<file path="src/rtl/stws_ram.sv">
// Generic simple dual-port RAM: one write port, one read port with registered read data.
// No dependencies.
`default_nettype none
module stws_ram #(
	parameter int WIDTH = 8,
	parameter int DEPTH = 16
) (
	input  wire logic                     clk,
	input  wire logic                     we,
	input  wire logic [$clog2(DEPTH)-1:0] waddr,
	input  wire logic [WIDTH-1:0]         wdata,
	input  wire logic [$clog2(DEPTH)-1:0] raddr,
	output logic      [WIDTH-1:0]         rdata
);

	logic [WIDTH-1:0] mem_q [DEPTH];

	always_ff @(posedge clk) begin
		if (we) begin
			mem_q[waddr] <= wdata;
		end
		rdata <= mem_q[raddr];
	end

endmodule
`default_nettype wire

</file>
<file path="config.mk">
export PLATFORM = sky130hd
export DESIGN_NAME = stws_ram
export DESIGN_NICKNAME = d
export VERILOG_FILES = /design/src/rtl/stws_ram.sv
export SDC_FILE = /design/constraint.sdc
export NUM_CORES = 1
export LEC_CHECK = 0
export BUFFER_PORTS_ARGS = -buffer_cell sky130_fd_sc_hd__buf_2
export CORE_ASPECT_RATIO = 0.5
export CORE_MARGIN = 8
export CORE_UTILIZATION = 45
export CTS_CLUSTER_SIZE = 10
export DETAILED_ROUTE_END_ITERATION = 12
export MAX_ROUTING_LAYER = met4
export SLEW_MARGIN = 40
export SYNTH_ARGS = -nofsm -noshare
export SYNTH_HDL_FRONTEND = slang
export SYNTH_SLANG_ARGS = --single-unit
</file>
<file path="constraint.sdc">
create_clock -name clk -period 2.5 [get_ports clk]
set_input_delay 0.75 -clock clk [delete_from_list [all_inputs] [get_ports clk]]
set_output_delay 0.75 -clock clk [all_outputs]
set_load 0.01 [all_outputs]
</file>
==> impl_metrics.json <==
{
  "netlist_top_cells_area": "edfxtp_1 75%, mux4_2 7.9%, mux4_1 7.1%",
  "rsz0062_at_grt": "false",
  "syn-mean-instance-area_um2": 22.5,
  "grt-ovfl-total": 0,
  "syn_inst": 229,
  "setup_violations": 0,
  "slew_violations": 0,
  "synth_area_um2": 5150,
  "fp.dieArea_um2": 15300,
  "outcome": "finished, final reports clean",
  "internal_power_w": 0.00422,
  "syn-num-nets": 247,
  "fin_worst_skew_ns": 0.0126,
  "startpoint_type": "primary input",
  "cts_root_buffer": "clkbuf_16",
  "viasPerCell": 5.59,
  "postCtsSetupRepairBufs": 0,
  "netlist_top_cells_count": "128 x edfxtp_1, 18 x mux4_2, 16 x a22oi_1",
  "wl_um": 10700,
  "grt_pass1_wl_um": 16400,
  "drc": 0,
  "die_width_um": 167,
  "ant_nets": 0,
  "final_cells": 452,
  "cts.reportedPaths.clkPinSlew_ns": 0.06,
  "tightest_slew_ns": 0.414,
  "p_seq_share_pct": 48.5,
  "crit_fanout": 10,
  "hp-class": "reg -> reg",
  "cts_sinks": 136,
  "wire_per_inst_um": 23.6,
  "cts_hold_buf": 0,
  "synth_seq_cells": 136,
  "crit_path_end_kind": "flop",
  "nets": 312,
  "maxCapViolCount": 0,
  "fin_crit_sh_pct": 78.8,
  "slew-limit-headroom_pct": 72.3,
  "syn_to_final_growth_pct": 20.9,
  "power_leakage_nw": 2.16,
  "die_h_um": 91.6,
  "cp_top_family": "multiplexers",
  "synth_edf_count": 128,
  "ir_drop_mv": 0.505,
  "seq_area_frac_synth_pct": 77.8,
  "fmax_mhz": 508,
  "async_flop_share_pct": 0,
  "initial_core_util_pct": 46.5,
  "max_stage_delay_ns": 0.60,
  "vias": 2527,
  "cts-resized-gates": 0,
  "ys_types": 19,
  "cts_tree": "yes",
  "arrival_ns": 2.27,
  "diodes": 0,
  "min_period_ns": 1.97,
  "numCtsBuffers": 17,
  "drtIter0Drc": 224,
  "grt_max_degree": 17,
  "rows": 27,
  "multi_input_area_um2": 1060,
  "gp_congestion": 0.789,
  "clk_latency_ns": 0.41,
  "critical_path_buf_inv_count": 2,
  "clkPwrFrac_pct": 46.7,
  "powerDensity_nw_per_um2": 850,
  "antenna_found_initial": 0,
  "drive_gt1_share_pct": 33.9,
  "drtPass1Iterations": 4,
  "tns_ns": 0,
  "placement.io_buffers": 25,
  "final-hold-violation-count": 0,
  "synth_ff_type": "edfxtp_1",
  "comb_power_share_pct": 4.9,
  "core_area_um2": 11100,
  "cts_max_path_buffers": 2,
  "synth_area_leader_cell": "edfxtp_1",
  "slowest_stage": "mux4_1",
  "synth_top_area_share_pct": 74.7,
  "synth_most_common_cell": "edfxtp_1",
  "synth_warnings": 0,
  "place_inst": 420,
  "switching_share_pct": 20.2,
  "dp.final_hpwl_um": 7320,
  "crit_required_ns": 2.80,
  "track_usage_pct": 15.2,
  "worst-setup-path-type": "in -> reg",
  "h-tree-depth": 4,
  "io_pins": 26,
  "fill_cells": 839,
  "regArea_um2": 4000,
  "crit_chain": "buf_2 > buf_12 > mux4_1 > a22oi_1 > nand2_1",
  "grt_pass1_vias": 2718,
  "netSwitchingPower_w": 0.00107
}
[final cells by class]
class / count / share of cell area [%]
sequential: 136 / 64.3
multi-input combinational: 83 / 17.0
clock buffer: 19 / 6.95
timing repair buffer: 56 / 6.35
tap: 145 / 2.91
clock inverter: 13 / 2.47
[cells by family (layout without fill, tap and decap cells)]
group	after synthesis	in the layout	share of synthesized area [%]
AOI/OAI and AO/OA	16	16	2.33
buffers and inverters	10	88	1.68
DFF	136	136	77.8
muxes	32	32	15.0
and+or+nand+nor	35	35	3.18
[power by group through the flow]
stage / combinational (W) / sequential, W / clock [W]
after floorplan: 0.000129 / 0.00261 / 0
after global placement: 0.000255 / 0.00261 / 0
after detailed placement: 0.000260 / 0.00261 / 0
after CTS: 0.000261 / 0.00257 / 0.00252
after global routing: 0.000280 / 0.00257 / 0.00261
final: 0.000258 / 0.00257 / 0.00247
[tightest hold or removal path: cells and delay by family, from the launching register on]
| kind | cells | cell delay (ns) |
|---|---|---|
| DFF | 1 | 0.31 |
| AOI/OAI and AO/OA | 1 | 0.08 |
| and+or+nand+nor | 1 | 0.06 |
| muxes | 1 | 0.21 |
[final timing paths]
path | startpoint | to | slack (ns) | cells after the start
worst max-delay path | raddr[0] | rdata[2]$_DFF_P_ | 0.53 | 5
worst min-delay path | mem_q[8][5]$_DFFE_PP_ | rdata[5]$_DFF_P_ | 0.68 | 3
worst max register to register | mem_q[1][1]$_DFFE_PP_ | rdata[1]$_DFF_P_ | 1.02 | 3
worst min register to register | mem_q[8][5]$_DFFE_PP_ | rdata[5]$_DFF_P_ | 0.68 | 3
[cell usage in the layout (no fill, tap or decap)]
cell         n
nand3b_1     2
dfxtp_1      8
clkinv_1     1
buf_2       25
clkinv_4     3
buf_12       3
and2_1       1
nor3_1       4
or3b_2       1
a22oi_1     16
nand2b_1     2
and2b_1      1
nor2b_1      1
nand3_1      1
mux4_1      14
nand2_1      9
bufinv_16    3
clkinv_2     5
clkbuf_16   17
inv_6        1
mux4_2      18
buf_4       28
clkbuf_1     2
nor2_1      13
edfxtp_1   128
[registers in the layout, indices dropped and copies added, names as in the netlist]
signal and count:
rdata 8, mem_q 128
[layer usage]
layer / share of wire [%] / wire length [um] / track usage, %
met1: 48 / 5130 / 20.8
met2: 46 / 4950 / 22.0
met3: 4.6 / 488 / 3.85
met4: 1.0 / 109 / 5.31
met5: 0 / 0 / -
[stage by stage]
step,total power [W],area [um^2],setup WS (ns),util (%),hold slack (ns)
2_1_floorplan,0.00274,5150,0.257,-,0.629
3_3_place_gp,0.00287,5640,0.0998,50.9,0.660
3_5_place_dp,0.00287,5640,0.0893,50.9,0.670
4_1_cts,0.00535,6220,0.540,56.2,0.685
5_1_grt,0.00546,6220,0.455,56.2,0.714
6_report,0.00529,6220,0.530,56.2,0.678
No activity file was read; power rests on OpenSTA's default activity.
